==> config.mk <==
export PLATFORM = sky130hd
export DESIGN_NAME = dfs_reachability_search_flat
export DESIGN_NICKNAME = d
export VERILOG_FILES = /design/src/hw/rtl/dfs_pkg.sv /design/src/hw/rtl/dfs_stream_if.sv /design/src/hw/rtl/dfs_adj_store.sv /design/src/hw/rtl/dfs_scan_unit.sv /design/src/hw/rtl/dfs_reachability_search.sv /design/src/flat_wrapper.sv
export SDC_FILE = /design/constraint.sdc
export NUM_CORES = 1
export LEC_CHECK = 0
export BUFFER_PORTS_ARGS = -buffer_cell sky130_fd_sc_hd__clkbuf_2
export CORE_MARGIN = 2
export CORE_UTILIZATION = 50
export DETAILED_ROUTE_END_ITERATION = 10
export PLACE_DENSITY = 0.69
export SLEW_MARGIN = 20
export SYNTH_ARGS = -nofsm -noshare
export SYNTH_HDL_FRONTEND = slang
export SYNTH_HIERARCHICAL = 1
export SYNTH_SLANG_ARGS = --single-unit
==> constraint.sdc <==
create_clock -name clk -period 6.9 [get_ports clk]
set_input_delay 0 -clock clk [delete_from_list [all_inputs] [get_ports clk]]
set_output_delay 0 -clock clk [all_outputs]
set_load 0.02 [all_outputs]
==> src/hw/rtl/dfs_pkg.sv <==
// Shared types, codes and constants of the depth-first reachability search.
package dfs_pkg;

	localparam int DFS_NODES  = 16;
	localparam int ROW_SLOTS  = 16;
	localparam int IDX_W      = 4;
	localparam int DEPTH_W    = 5;

	localparam logic OP_LOAD   = 1'b0;
	localparam logic OP_SEARCH = 1'b1;

	typedef enum logic [1:0] {
		ST_IDLE,
		ST_SCAN,
		ST_FINAL
	} dfs_state_t;

	// Outcome of one neighbour scan of the node on top of the stack.
	typedef struct packed {
		logic             empty;
		logic [IDX_W-1:0] next;
	} dfs_scan_t;

	// Per-cycle actions decoded by the sequencer.
	typedef struct packed {
		logic load_row;
		logic init;
		logic pop;
		logic emit_node;
		logic push;
		logic set_found;
		logic emit_final;
	} dfs_ctrl_t;

endpackage

==> src/hw/rtl/dfs_stream_if.sv <==
// Valid/ready channel interfaces for search commands and search results.
interface dfs_cmd_if;
	logic        valid;
	logic        ready;
	logic        operation;
	logic [3:0]  row_index;
	logic [15:0] row_bits;
	logic [3:0]  start_node;
	logic [3:0]  goal_node;

	modport source (output valid, output operation, output row_index, output row_bits,
		output start_node, output goal_node, input ready);
	modport sink (input valid, input operation, input row_index, input row_bits,
		input start_node, input goal_node, output ready);
endinterface

interface dfs_res_if;
	logic       valid;
	logic       ready;
	logic [3:0] node;
	logic       found;
	logic       last;

	modport source (output valid, output node, output found, output last, input ready);
	modport sink (input valid, input node, input found, input last, output ready);
endinterface

==> src/hw/rtl/dfs_adj_store.sv <==
// Adjacency bit matrix: one row written per load, one row read per cycle.
module dfs_adj_store #(
	parameter int NODES = dfs_pkg::DFS_NODES
) (
	input  logic        clk,
	input  logic        arst_n,
	input  logic        wr_en,
	input  logic [3:0]  wr_row,
	input  logic [15:0] wr_bits,
	input  logic [3:0]  rd_row,
	output logic [15:0] rd_bits
);
	import dfs_pkg::*;

	localparam int LIVE = (NODES >= ROW_SLOTS) ? ROW_SLOTS : NODES;
	localparam logic [ROW_SLOTS-1:0] NODE_MASK =
		ROW_SLOTS'((17'(1) << LIVE) - 17'(1));

	logic [ROW_SLOTS-1:0] rows_q [ROW_SLOTS];
	logic                 row_live;

	// Rows beyond the live node count are never written and stay empty.
	assign row_live = ({1'b0, wr_row} < 5'(LIVE));

	always_ff @(posedge clk or negedge arst_n) begin
		if (!arst_n) begin
			for (int i = 0; i < ROW_SLOTS; i++) rows_q[i] <= '0;
		end else if (wr_en && row_live) begin
			rows_q[wr_row] <= wr_bits & NODE_MASK;
		end
	end

	assign rd_bits = rows_q[rd_row];
endmodule

==> src/hw/rtl/dfs_scan_unit.sv <==
// Shared scan unit: lowest unvisited neighbour of one adjacency row.
module dfs_scan_unit (
	input  logic               [15:0] row_bits,
	input  logic               [15:0] visited,
	output dfs_pkg::dfs_scan_t        result
);
	import dfs_pkg::*;

	logic [ROW_SLOTS-1:0] open;

	assign open = row_bits & ~visited;

	always_comb begin
		result.empty = (open == '0);
		result.next  = '0;
		// Walk downwards so that the lowest set bit is the one that remains.
		for (int i = ROW_SLOTS - 1; i >= 0; i--) begin
			if (open[i]) result.next = IDX_W'(i);
		end
	end
endmodule

==> src/hw/rtl/dfs_reachability_search.sv <==
// Top level of the depth-first reachability search over an adjacency matrix.
// The cmd channel takes one transaction per item. A load (operation 0) writes
// one adjacency row and gives no result. A search
// (operation 1) clears the visited marks and walks the graph from start_node,
// always taking the lowest-numbered unvisited neighbour of the node on top of
// the stack. Each newly discovered node leaves on the res channel as one
// transaction, and a final transaction with last set carries found. The walk
// stops as soon as goal_node is discovered; start equal to goal is not found.
// Each discovery or backtrack is one step of the shared scan unit, and cmd.ready
// stays low from the start of a search until it returns to idle; a search that
// hits the goal ends sooner than an exhaustive one.
// Results leave through one output register: a stalled receiver holds the
// walk at its next discovery, while backtracks continue. A command may be
// taken while the final result still waits in that register.
// Reset clears the adjacency matrix (no edges), the visited marks, the stack
// depth and any pending result.
module dfs_reachability_search #(
	parameter int NODES = dfs_pkg::DFS_NODES
) (
	input logic        clk,
	input logic        arst_n,
	dfs_cmd_if.sink    cmd,
	dfs_res_if.source  res
);
	import dfs_pkg::*;

	localparam int LIVE = (NODES >= ROW_SLOTS) ? ROW_SLOTS : NODES;

	dfs_state_t             state_q, state_d;
	dfs_ctrl_t              ctrl;
	dfs_scan_t              scan;

	logic [ROW_SLOTS-1:0]   visited_q;
	logic [IDX_W-1:0]       stack_q [ROW_SLOTS];
	logic [DEPTH_W-1:0]     depth_q;
	logic [IDX_W-1:0]       goal_q;
	logic                   found_q;
	logic                   res_valid_q;
	logic [IDX_W-1:0]       res_node_q;
	logic                   res_found_q;
	logic                   res_last_q;

	logic                   cmd_fire;
	logic                   out_free;
	logic                   start_live;
	logic                   hit_goal;
	logic [IDX_W-1:0]       top_idx;
	logic [IDX_W-1:0]       top_node;
	logic [ROW_SLOTS-1:0]   top_row;

	assign cmd.ready  = (state_q == ST_IDLE);
	assign cmd_fire   = cmd.valid && cmd.ready;
	assign out_free   = !res_valid_q || res.ready;
	assign start_live = ({1'b0, cmd.start_node} < 5'(LIVE));
	assign top_idx    = IDX_W'(depth_q - DEPTH_W'(1));
	assign top_node   = stack_q[top_idx];
	assign hit_goal   = (scan.next == goal_q);

	dfs_adj_store #(.NODES(NODES)) u_adj (
		.clk     (clk),
		.arst_n  (arst_n),
		.wr_en   (ctrl.load_row),
		.wr_row  (cmd.row_index),
		.wr_bits (cmd.row_bits),
		.rd_row  (top_node),
		.rd_bits (top_row)
	);

	dfs_scan_unit u_scan (
		.row_bits (top_row),
		.visited  (visited_q),
		.result   (scan)
	);

	// Next state.
	always_comb begin
		state_d = state_q;
		case (state_q)
			ST_IDLE: begin
				if (cmd_fire && cmd.operation == OP_SEARCH) begin
					state_d = start_live ? ST_SCAN : ST_FINAL;
				end
			end
			ST_SCAN: begin
				if (depth_q == '0) begin
					state_d = ST_FINAL;
				end else if (!scan.empty && out_free && hit_goal) begin
					state_d = ST_FINAL;
				end
			end
			ST_FINAL: begin
				if (out_free) state_d = ST_IDLE;
			end
			default: state_d = ST_IDLE;
		endcase
	end

	// Actions of the current cycle.
	always_comb begin
		ctrl = '0;
		case (state_q)
			ST_IDLE: begin
				ctrl.load_row = cmd_fire && cmd.operation == OP_LOAD;
				ctrl.init     = cmd_fire && cmd.operation == OP_SEARCH;
			end
			ST_SCAN: begin
				if (depth_q != '0) begin
					if (scan.empty) begin
						ctrl.pop = 1'b1;
					end else if (out_free) begin
						ctrl.emit_node = 1'b1;
						ctrl.set_found = hit_goal;
						ctrl.push      = !hit_goal;
					end
				end
			end
			ST_FINAL: begin
				ctrl.emit_final = out_free;
			end
			default: ctrl = '0;
		endcase
	end

	always_ff @(posedge clk or negedge arst_n) begin
		if (!arst_n) begin
			state_q   <= ST_IDLE;
			visited_q <= '0;
			depth_q   <= '0;
			found_q   <= 1'b0;
		end else begin
			state_q <= state_d;
			if (ctrl.init) begin
				visited_q <= start_live ? (ROW_SLOTS'(1) << cmd.start_node) : '0;
				depth_q   <= start_live ? DEPTH_W'(1) : '0;
				found_q   <= 1'b0;
			end else begin
				if (ctrl.pop) depth_q <= depth_q - DEPTH_W'(1);
				if (ctrl.push) begin
					visited_q <= visited_q | (ROW_SLOTS'(1) << scan.next);
					depth_q   <= depth_q + DEPTH_W'(1);
				end
				if (ctrl.set_found) found_q <= 1'b1;
				if (ctrl.emit_final) depth_q <= '0;
			end
		end
	end

	// Stack entries and the goal are payload and need no reset.
	always_ff @(posedge clk) begin
		if (ctrl.init) begin
			stack_q[0] <= cmd.start_node;
			goal_q     <= cmd.goal_node;
		end
		if (ctrl.push) stack_q[IDX_W'(depth_q)] <= scan.next;
	end

	always_ff @(posedge clk or negedge arst_n) begin
		if (!arst_n) begin
			res_valid_q <= 1'b0;
		end else if (ctrl.emit_node || ctrl.emit_final) begin
			res_valid_q <= 1'b1;
		end else if (res.ready) begin
			res_valid_q <= 1'b0;
		end
	end

	always_ff @(posedge clk) begin
		if (ctrl.emit_node) begin
			res_node_q  <= scan.next;
			res_found_q <= 1'b0;
			res_last_q  <= 1'b0;
		end else if (ctrl.emit_final) begin
			res_node_q  <= '0;
			res_found_q <= found_q;
			res_last_q  <= 1'b1;
		end
	end

	assign res.valid = res_valid_q;
	assign res.node  = res_node_q;
	assign res.found = res_found_q;
	assign res.last  = res_last_q;

	a_depth_bound: assert property (@(posedge clk) disable iff (!arst_n)
		depth_q <= DEPTH_W'(ROW_SLOTS))
		else $error("node stack depth beyond its capacity");

	a_top_visited: assert property (@(posedge clk) disable iff (!arst_n)
		(state_q == ST_SCAN && depth_q != '0) |-> visited_q[top_node])
		else $error("node on top of the stack is not marked visited");

	a_final_idle: assert property (@(posedge clk) disable iff (!arst_n)
		ctrl.emit_final |=> (cmd.ready && res.valid && res.last))
		else $error("verdict issued without returning to idle");

	a_no_push_at_goal: assert property (@(posedge clk) disable iff (!arst_n)
		ctrl.set_found |-> !ctrl.push)
		else $error("goal node pushed after it was found");

endmodule

==> src/flat_wrapper.sv <==
// flat-port wrapper written by rule: the top's interface ports become plain ports
module dfs_reachability_search_flat import dfs_pkg::*;
#(
	parameter int NODES = dfs_pkg::DFS_NODES
)
  (clk, arst_n, cmd_valid, cmd_operation, cmd_row_index, cmd_row_bits, cmd_start_node, cmd_goal_node, cmd_ready, res_valid, res_node, res_found, res_last, res_ready);
  dfs_cmd_if cmd_i ();
  dfs_res_if res_i ();
  input logic clk;
  input logic arst_n;
  input wire logic [$bits(cmd_i.valid)-1:0] cmd_valid;
  input wire logic [$bits(cmd_i.operation)-1:0] cmd_operation;
  input wire logic [$bits(cmd_i.row_index)-1:0] cmd_row_index;
  input wire logic [$bits(cmd_i.row_bits)-1:0] cmd_row_bits;
  input wire logic [$bits(cmd_i.start_node)-1:0] cmd_start_node;
  input wire logic [$bits(cmd_i.goal_node)-1:0] cmd_goal_node;
  output wire logic [$bits(cmd_i.ready)-1:0] cmd_ready;
  output wire logic [$bits(res_i.valid)-1:0] res_valid;
  output wire logic [$bits(res_i.node)-1:0] res_node;
  output wire logic [$bits(res_i.found)-1:0] res_found;
  output wire logic [$bits(res_i.last)-1:0] res_last;
  input wire logic [$bits(res_i.ready)-1:0] res_ready;
  assign cmd_i.valid = cmd_valid;
  assign cmd_i.operation = cmd_operation;
  assign cmd_i.row_index = cmd_row_index;
  assign cmd_i.row_bits = cmd_row_bits;
  assign cmd_i.start_node = cmd_start_node;
  assign cmd_i.goal_node = cmd_goal_node;
  assign cmd_ready = cmd_i.ready;
  assign res_valid = res_i.valid;
  assign res_node = res_i.node;
  assign res_found = res_i.found;
  assign res_last = res_i.last;
  assign res_i.ready = res_ready;
  dfs_reachability_search #(.NODES(NODES)) u_core (.clk(clk), .arst_n(arst_n), .cmd(cmd_i), .res(res_i));
endmodule
==> flow_summary_export.csv, run 1 <==
group,metric,value,unit
status,status,"completed",
setup_path,end_kind,"flop",
setup_path,ff2ff_path_depth,21,
routing,first_pass_iters,5,
timing,worst_pin_slew,1.097,ns
grt,grt_start_max_net_pins,174,
place,portBuffers,40,
timing,finalCriticalPeriod,6.293,ns
job,drv_cap,0,
clock_tree,cts-buffers-inserted,39,
routing,wl_per_cell,23.69,um
timing,skew,0.02164,ns
setup_path,critPathRequiredTime,7.08,ns
routing,routed_wl,38410,um
clock_tree,cts_tree,"yes",
clock_tree,insertion_delay,0.54,ns
finish,antenna_cells,0,
timing,finalMaxSlewViolations,0,
timing,fin_crit_sh,0.9120,
yosys,synth-seq-area-share,0.5643,
yosys,synthesis.area,16360,um^2
yosys,ys.flop_type,"dfrtp_1",
setup_path,critPathTopFamily,"simple AND/OR/NAND/NOR gates",
finish,area_growth_syn_to_layout,13.92,%
finish,multi_input_area,6753,um^2
place,gp_congestion,0.8528,
place,placed_area,17060,um^2
clock_tree,clock_path_buffers,3,
setup_path,crit_type,"flop to flop",
yosys,synth_nets,1121,
grt,gr-total-overflow,0,
setup_path,r2r_slack,0.61,ns
timing,setup_viol,0,
floorplanning,start_util,0.5055,
finish,layout-drive-gt1-share,0.4326,
floorplanning,core-area,32370,um^2
floorplanning,rows,66,
clock_tree,clockRootBuffer,"clkbuf_16",
finish,regArea,9234,um^2
yosys,synth_cells,1086,
finish,nNetsFinal,1186,
routing,num_vias,9587,
routing,drt_iter0_drc,629,
finish,fillers,2579,
yosys,yosys_register_bits,355,
grt,track_usage,0.2322,
grt,grt_pass1_wl,59470,um
setup_path,critPathMaxFanout,24,
timing,fin_tns_setup,0,ns
setup_path,path_buf_inv,3,
routing,antenna_left,0,
setup_path,cp.depth,21,
worst_hold_path,hp-class,"input port to flop",
setup_path,slowest_delay,0.68,ns
floorplanning,die_area,34190,um^2
routing,drc_errors,0,
grt,antenna_found_initial,1,
clock_tree,ctsHoldBuffers,28,
clock_tree,cts_max_level,2,
setup_path,timing.rr.start,"u_core/depth_q[1]",
timing,relSlewSlack,0.2690,
setup_path,timing.rr.end,"u_core/stack_q[8][1]",
setup_path,cp-startpoint,"u_core/depth_q[1]",
yosys,syn_area_per_cell,15.07,um^2
setup_path,endpoint,"u_core/stack_q[8][1]",
timing,hold_viol,0,
clock_tree,cts_setup_buffers,0,
yosys,synth_cell_type_count,66,
setup_path,cp-start-kind,"flop",
floorplanning,dieWidth,184.9,um
clock_tree,clkSinkCount,355,
yosys,synth-edff-count,72,
timing,rsz0062_at_grt,"false",
setup_path,crit_slowest_cell,"ha_1",
setup_path,crit_chain,"inv_1, ha_1, mux4_2, nor2b_1, a211oi_1, a21oi_4, buf_4, mux4_2, a22oi_1, nand2_1, and2b_4, a21oi_1, a21boi_1, o31ai_1, a21oi_1, buf_4, xnor2_1, nand4_4, and2_4, nand3_1, nor3_1",
clock_tree,ctsResizeCount,0,
floorplanning,die_h,184.9,um
place,dpl.hpwl,23230,um
grt,first_global_vias,10090,
routing,via_per_inst,5.914,
finish,fin_area,18640,um^2
floorplanning,ios,41,
clock_tree,clk_pin_slew,0.06,ns
timing,fmax,158.9,MHz
yosys,synth_async_sr_flop_share,0.7915,
yosys,yosys_warnings,6,
setup_path,crit_arrival,6.47,ns
[cells by family after synthesis]
| group | share of synthesized area |
|---|---|
| muxes | 0.2935 |
| xor gates and xnor gates | 0.004206 |
| and+or+nand+nor | 0.06308 |
| adders and majority gates | 0.001529 |
| AOI/OAI and AO/OA | 0.04618 |
| buffers and inverters | 0.02722 |
| DFF | 0.5643 |
[layout make-up]
| type | count | area share |
|---|---|---|
| sequential | 355 | 0.4953 |
| timing repair buffer | 101 | 0.04094 |
| clock inverter | 15 | 0.01081 |
| multi-input combinational | 645 | 0.3622 |
| tap | 442 | 0.02967 |
| clock buffer | 54 | 0.05920 |
| inverter | 9 | 0.001812 |
[worst min path at each step]
stage	start	to	slack [ns]	cells after the start
2_1_floorplan	arst_n	u_core/depth_q[0]	-0.30	0
3_3_place_gp	arst_n	u_core/u_adj/rows_q[254]	0.12	1
3_5_place_dp	arst_n	u_core/u_adj/rows_q[254]	0.13	1
4_1_cts	cmd_row_index[2]	u_core/u_adj/rows_q[80]	0.05	3
5_1_grt	cmd_row_index[2]	u_core/u_adj/rows_q[95]	0.08	3
6_report	cmd_row_index[2]	u_core/u_adj/rows_q[80]	0.06	3
[stage by stage]
stage	instances	setup WS, ns	utilization	hold slack, ns
CTS	1621	0.6508	0.5759	0.05421
finish	1621	0.6070	0.5759	0.05703
floorplan	1086	1.177	-	-0.2956
global route	1621	0.2110	0.5759	0.07853
detailed placement	1524	0.7051	0.5269	0.1272
global placement	1524	0.8339	0.5269	0.1241
[layer usage]
metal  vias to the layer above  track usage  share of wire
li1                       4209            -              -
met1                      5067       0.3189           0.44
met2                       243       0.3832           0.48
met3                        66      0.03991          0.050
met4                         2      0.06698          0.023
met5                         -            0        0.00042
[registers in the layout (all words and copies together) (netlist names)]
name,cells
u_core/u_adj/rows_q,256
u_core/goal_q,4
u_core/stack_q,64
u_core/found_q,1
u_core/depth_q,5
u_core/res.node,4
u_core/visited_q,16
u_core/state_q,2
u_core/res.found,1
u_core/res.valid,1
u_core/res.last,1
[worst reg2reg max path, cell delays in order, from the launching register on]
cell	delay, ns
dfrtp_1	0.52
inv_1	0.11
ha_1	0.68
mux4_2	0.31
nor2b_1	0.15
a211oi_1	0.09
a21oi_4	0.52
buf_4	0.46
mux4_2	0.36
a22oi_1	0.21
nand2_1	0.17
and2b_4	0.21
a21oi_1	0.21
a21boi_1	0.11
o31ai_1	0.22
a21oi_1	0.10
buf_4	0.16
xnor2_1	0.17
nand4_4	0.14
and2_4	0.30
nand3_1	0.18
nor3_1	0.53
[cells in the final DEF, fill, tap and decap left out, types with 9 or more instances in the layout]
| cell type | count |
|---|---|
| clkbuf_1 | 9 |
| dlygate4sd3_1 | 28 |
| inv_1 | 9 |
| edfxtp_1 | 72 |
| a31oi_1 | 13 |
| mux2_4 | 10 |
| a22oi_1 | 32 |
| nand2b_1 | 10 |
| nand2_1 | 46 |
| nand3_1 | 13 |
| dfrtp_1 | 281 |
| mux2_2 | 246 |
| clkbuf_16 | 40 |
| buf_4 | 31 |
| nor2_1 | 40 |
| nor2b_1 | 20 |
| mux4_2 | 80 |
| a21oi_1 | 25 |
| clkbuf_2 | 39 |
[cells in the mapped netlist, types with 3 or more instances]
| master | count | share of area |
|---|---|---|
| o21ai_0 | 5 | 0.0015 |
| edfxtp_1 | 72 | 0.13 |
| o22ai_1 | 8 | 0.0031 |
| nand2_1 | 46 | 0.011 |
| buf_2 | 25 | 0.0076 |
| a211oi_1 | 4 | 0.0018 |
| nor2_1 | 42 | 0.0096 |
| mux2_2 | 246 | 0.17 |
| nand2b_1 | 10 | 0.0038 |
| a21oi_1 | 27 | 0.0083 |
| clkbuf_1 | 36 | 0.0083 |
| nor2b_1 | 21 | 0.0080 |
| nor2_2 | 4 | 0.0015 |
| mux2i_1 | 8 | 0.0049 |
| dfrtp_1 | 281 | 0.43 |
| nor3_2 | 6 | 0.0037 |
| and2_1 | 4 | 0.0015 |
| xnor2_1 | 6 | 0.0032 |
| or3_1 | 3 | 0.0011 |
| inv_1 | 9 | 0.0021 |
| mux4_2 | 80 | 0.11 |
| nand3_1 | 13 | 0.0040 |
| buf_6 | 5 | 0.0034 |
| buf_4 | 7 | 0.0032 |
| a31oi_1 | 13 | 0.0050 |
| nor3_1 | 7 | 0.0021 |
| a22oi_1 | 32 | 0.015 |
| nand2b_4 | 3 | 0.0025 |
| a41oi_1 | 4 | 0.0021 |
| mux2_4 | 10 | 0.0092 |
| nand3b_1 | 3 | 0.0014 |
Power of run 1 is not shown: default switching activity piles up to over one toggle a cycle in this logic, so the estimate is an artifact.
==> run 2: changes to the inputs <==
- ABC_AREA: not set -> 1
- CAP_MARGIN: not set -> 20
- CORE_MARGIN: 2 -> not set
==> run 2 against run 1 <==
  * The flow now finishes with violations (negative hold slack)
  * Final cell count is 65% higher
  * Critical path type unchanged
  * Flip-flop and latch count unchanged
  * Synthesized cell count increased by 100%
  * Die area grew 4.2%
  * First-iteration DRC count rose by 97%
  * Largest cell class unchanged
  * Critical path depth grew 8
  * Fmax shrank 0.66%
  * Hold slack got worse by 0.066 ns
  * Register-to-register slack worse by 0.04 ns
  * Core utilization shrank 1.2 points
  * Setup slack got worse by 0.042 ns
==> flow_summary_export.csv, run 2 <==
group,metric,value,unit
clock_tree,clockRootBuffer,"clkbuf_16",
status,violations,"negative hold slack",
yosys,synthesis.area,17440,um^2
yosys,synth_cells,2191,
routing,via_per_inst,5.385,
finish,largest-register,"u_core/u_adj/rows_q",
routing,drc_errors,0,
routing,antenna_left,0,
yosys,synth_async_sr_flop_share,0.7915,
clock_tree,clkSinkCount,355,
timing,fin_tns_setup,0,ns
finish,antenna_cells,0,
clock_tree,cts_max_level,2,
yosys,yosys_register_bits,355,
finish,final_common_cell,"nand2_1",
grt,antenna_found_initial,0,
setup_path,path_common_cell,"nand2_1",
timing,fmax,157.9,MHz
timing,rsz0062_at_grt,"false",
grt,track_usage,0.2624,
setup_path,crit_slowest_cell,"inv_2",
timing,setup_viol,0,
grt,first_global_vias,13850,
routing,num_vias,14420,
setup_path,crit_type,"flop to flop",
clock_tree,insertion_delay,0.54,ns
timing,finalMaxSlewViolations,0,
clock_tree,cts_tree,"yes",
finish,layout-drive-gt1-share,0.08637,
setup_path,cp-start-kind,"flop",
finish,nNetsFinal,2231,
grt,grt_start_max_net_pins,151,
setup_path,critPathMaxFanout,36,
timing,worst_pin_slew,1.058,ns
routing,first_pass_iters,6,
place,dp_slack,0.7227,ns
setup_path,critPathRequiredTime,7.32,ns
clock_tree,cts_setup_buffers,0,
yosys,synth-seq-area-share,0.5296,
status,status,"complete, but fails checks",
yosys,synth_cell_type_count,41,
yosys,synth_common_cells,"nand2_1 (631), inv_1 (305), dfrtp_1 (281)",
timing,skew,0.01484,ns
finish,largest_reg_flops,256,
yosys,syn_area_per_cell,7.958,um^2
setup_path,slowest_delay,0.62,ns
floorplanning,ios,41,
finish,fin_area,19420,um^2
timing,fin_crit_sh,0.9181,
finish,mostFrequentLayoutCells,"nand2_1 (631), inv_1 (305), dfrtp_1 (281), o21ai_0 (240), nand3_1 (239)",
timing,hold_viol,4,
yosys,yosys_warnings,6,
timing,finalCriticalPeriod,6.335,ns
timing,hold_slack,-0.008899,ns
timing,relSlewSlack,0.2930,
place,portBuffers,40,
place,gp_congestion,0.8938,
timing,setup_slack,0.5651,ns
yosys,synthTopCellsByArea,"dfrtp_1 (40%), nand2_1 (14%), edfxtp_1 (12%)",
clock_tree,clk_pin_slew,0.06,ns
place,placed_area,17790,um^2
yosys,yosysMostFrequentCell,"nand2_1",
finish,reg_top3,"u_core/u_adj/rows_q (256), u_core/stack_q (64), u_core/visited_q (16)",
worst_hold_path,hp-class,"input port to async pin",
floorplanning,die_h,188.7,um
yosys,yosysTopAreaCellShare,0.4033,
yosys,ys.flop_type,"dfrtp_1",
floorplanning,start_util,0.5060,
routing,wl_per_cell,17.05,um
grt,gr-total-overflow,0,
yosys,synth-edff-count,72,
floorplanning,dieWidth,188.7,um
yosys,yosysTopAreaCell,"dfrtp_1",
floorplanning,core-area,34460,um^2
clock_tree,cts-buffers-inserted,39,
yosys,synth_nets,2226,
setup_path,end_kind,"flop",
job,drv_cap,0,
finish,area_growth_syn_to_layout,11.35,%
routing,routed_wl,45670,um
grt,grt_pass1_wl,73550,um
floorplanning,die_area,35620,um^2
setup_path,crit_arrival,6.76,ns
floorplanning,rows,68,
clock_tree,clock_path_buffers,3,
routing,drt_iter0_drc,1237,
place,dpl.hpwl,27800,um
run 2: repair_timing:
action,in CTS,in global routing
hold buffers,32,0
endpoints found under the hold margin,296,0
gates resized for setup,0,1
endpoints found under the setup margin,0,9
run 2: stage by stage:
step	cells	util
6_report	2678	0.5635
5_1_grt	2678	0.5635
4_1_cts	2677	0.5626
3_5_place_dp	2577	0.5164
3_3_place_gp	2577	0.5164
2_1_floorplan	2191	-
run 2: cell families after synthesis:
kind of cell,Yosys count,share of synthesized area
and+or+nand+nor,1003,0.2445
buffers and inverters,455,0.1089
AOI/OAI and AO/OA,371,0.1131
DFF,355,0.5296
xor gates and xnor gates,5,0.002512
adders and majority gates,2,0.001435
run 2: worst max-delay path, delay by kind of cell (launching register included):
family                     cells  cell delay [ns]
adders and majority gates      1             0.58
AOI/OAI and AO/OA             10             1.77
buffers and inverters          6             2.13
and+or+nand+nor               12             1.28
DFF                            1             0.43
run 2: cell type report:
class	instances	area, um^2
multi-input cells	1381	6331
clock inverters	11	85.08
fillers	3125	15040
clock buffers	57	1186
flip-flops and latches	355	9234
repair buffers	99	807.0
inverters	320	1204
well taps	455	569.3
run 2: final timing paths:
path                                           from                        to  slack [ns]  cells after the start
setup / recovery                  u_core/depth_q[1]       u_core/visited_q[5]        0.57                     29
hold / removal                               arst_n  u_core/u_adj/rows_q[105]      -0.009                      2
setup reg to reg                  u_core/depth_q[1]       u_core/visited_q[5]        0.57                     29
hold reg to reg            u_core/u_adj/rows_q[180]  u_core/u_adj/rows_q[180]        0.48                      2
max in group asynchronous                    arst_n  u_core/u_adj/rows_q[225]        5.68                      3
min in group clk                   cmd_row_index[2]  u_core/u_adj/rows_q[185]        0.03                      5
run 2: per-layer routing:
layer,global-route usage,part of all wire,vias to the layer above
met5,0,0,-
met2,0.4207,0.46,520
met4,0.09429,0.030,0
met1,0.3589,0.44,6848
li1,-,-,6952
met3,0.04451,0.066,101
Power of run 2 is left out for the same reason.
==> run 3: changes to the inputs <==
- BUFFER_PORTS_ARGS: -buffer_cell sky130_fd_sc_hd__clkbuf_2 -> not set
- CORE_UTILIZATION: 50 -> 45
- DONT_BUFFER_PORTS: not set -> 1
- PLACE_DENSITY: 0.69 -> 0.63
==> run 3 against run 2 <==
  * The flow now finishes without violations
  * Routed wire length up 2.2%
  * Flip-flop and latch count unchanged
  * Critical path depth stayed put
  * Fmax increased by 1.8%
  * Sequential share of layout area rose by 0.44 points
  * Final area down 0.91%
  * Setup slack better by 0.11 ns
  * Clock skew decreased by 0.0069 ns
  * Core utilization shrank 5.6 points
  * Register-to-register slack improved by 0.11 ns
  * Non-clock buffer count down 36
  * Die area is 11% higher
  * Critical path type unchanged
  * Largest cell class unchanged
==> flow_summary_export.csv, run 3 (synthesis gave the netlist of run 2 again) <==
group,metric,value,unit
timing,relSlewSlack,0.3267,
clock_tree,insertion_delay,0.54,ns
clock_tree,clockRootBuffer,"clkbuf_16",
floorplanning,die_area,39540,um^2
routing,routed_wl,46690,um
floorplanning,start_util,0.4597,
finish,instances_no_fill,2698,
clock_tree,clock_path_buffers,3,
routing,drc_errors,0,
timing,finalCriticalPeriod,6.225,ns
finish,final_common_cell,"nand2_1",
timing,hold_viol,0,
job,drv_cap,0,
clock_tree,cts_setup_buffers,0,
setup_path,ff2ff_path_depth,29,
timing,fin_crit_sh,0.9021,
routing,first_pass_iters,6,
timing,worst_pin_slew,1.008,ns
floorplanning,core-area,37930,um^2
routing,drt_iter0_drc,1369,
grt,gr-total-overflow,0,
clock_tree,cts_max_level,2,
grt,track_usage,0.2452,
floorplanning,die_h,198.8,um
setup_path,timing.rr.end,"u_core/visited_q[4]",
setup_path,timing.rr.start,"u_core/depth_q[1]",
finish,post-route-util,0.5072,
setup_path,cp-start-kind,"flop",
setup_path,critPathRequiredTime,7.31,ns
setup_path,r2r_slack,0.68,ns
setup_path,crit_slowest_cell,"dlygate4sd3_1",
setup_path,crit_arrival,6.64,ns
timing,setup_viol,0,
finish,layout-drive-gt1-share,0.06633,
place,dpl.hpwl,28350,um
clock_tree,clk_pin_slew,0.06,ns
finish,nNetsFinal,2194,
grt,grt_pass1_wl,75330,um
worst_hold_path,whs_path_depth,3,
setup_path,crit_type,"flop to flop",
finish,reg_top3,"u_core/u_adj/rows_q (256), u_core/stack_q (64), u_core/visited_q (16)",
clock_tree,cts-buffers-inserted,38,
timing,finalMaxSlewViolations,0,
clock_tree,clkSinkCount,355,
timing,rsz0062_at_grt,"false",
timing,hold_slack,0.01434,ns
floorplanning,rows,71,
grt,grt_start_max_net_pins,282,
setup_path,path_common_cell,"nand2_1",
grt,first_global_vias,13680,
routing,wl_per_cell,17.30,um
routing,antenna_left,0,
setup_path,slowest_delay,0.58,ns
routing,via_per_inst,5.315,
floorplanning,dieWidth,198.8,um
finish,largest-register,"u_core/u_adj/rows_q",
setup_path,end_kind,"flop",
finish,area_growth_syn_to_layout,10.34,%
setup_path,cp-startpoint,"u_core/depth_q[1]",
place,gp_congestion,0.8595,
timing,fin_tns_setup,0,ns
floorplanning,ios,41,
timing,skew,0.007909,ns
grt,antenna_found_initial,2,
place,portBuffers,0,
routing,num_vias,14340,
timing,fmax,160.7,MHz
worst_hold_path,hp-class,"input port to flop",
setup_path,endpoint,"u_core/visited_q[4]",
place,dp.cells,2595,
finish,largest_reg_flops,256,
setup_path,critPathMaxFanout,40,
clock_tree,cts_tree,"yes",
status,status,"completed",
finish,mostFrequentLayoutCells,"nand2_1 (631), inv_1 (304), dfrtp_1 (281), o21ai_0 (240), nand3_1 (238)",
## run 3: worst min path at each step
stage | from | endpoint | slack, ns
final | cmd_start_node[2] | u_core/stack_q[14][2] | 0.01
after global routing | cmd_start_node[2] | u_core/stack_q[0][2] | 0.06
after CTS | cmd_start_node[2] | u_core/stack_q[11][2] | 0.01
after detailed placement | arst_n | u_core/u_adj/rows_q[105] | -0.28
after global placement | arst_n | u_core/u_adj/rows_q[105] | -0.27
after floorplan | arst_n | u_core/depth_q[0] | -0.30
## run 3: layer usage
layer  wire length (um)  up-vias  global-route usage
li1                   -     6890                   -
met4               1165        2             0.07778
met2              21300      519              0.3916
met1              20860     6842              0.3411
met5                 16        -                   0
met3               3346       87             0.03917
## run 3: metrics by stage
stage | instance area, um^2 | worst slack [ns]
2_1_floorplan | 17440 | 1.692
3_3_place_gp | 17660 | 1.135
5_1_grt | 19240 | 0.2197
3_5_place_dp | 17660 | 0.9207
4_1_cts | 19210 | 0.8528
6_report | 19240 | 0.6753
## run 3: layout make-up
class                      count  area, um^2
sequential                   355        9234
timing repair buffer          63       633.1
clock inverter                 8       33.78
fill                        3607       18690
clock buffer                  59        1154
antenna                        1       2.502
inverter                     320        1207
tap                          511       639.4
multi-input combinational   1381        6336
## run 3: what timing repair did
action	in CTS	in global routing
endpoints found under the setup margin	0	13
resized for setup	0	1
endpoints found under the hold margin	593	0
hold buffers	34	0
## run 3: critical path: cells and delay by family, from the launching register on
kind | cells | cell delay (ns)
buffers and inverters | 6 | 2.16
AO/OA/AOI/OAI | 9 | 1.60
adder cells (fa/ha/maj) | 1 | 0.31
AND/OR/NAND/NOR | 13 | 1.54
flip-flops | 1 | 0.43
Power of run 3 is left out for the same reason.
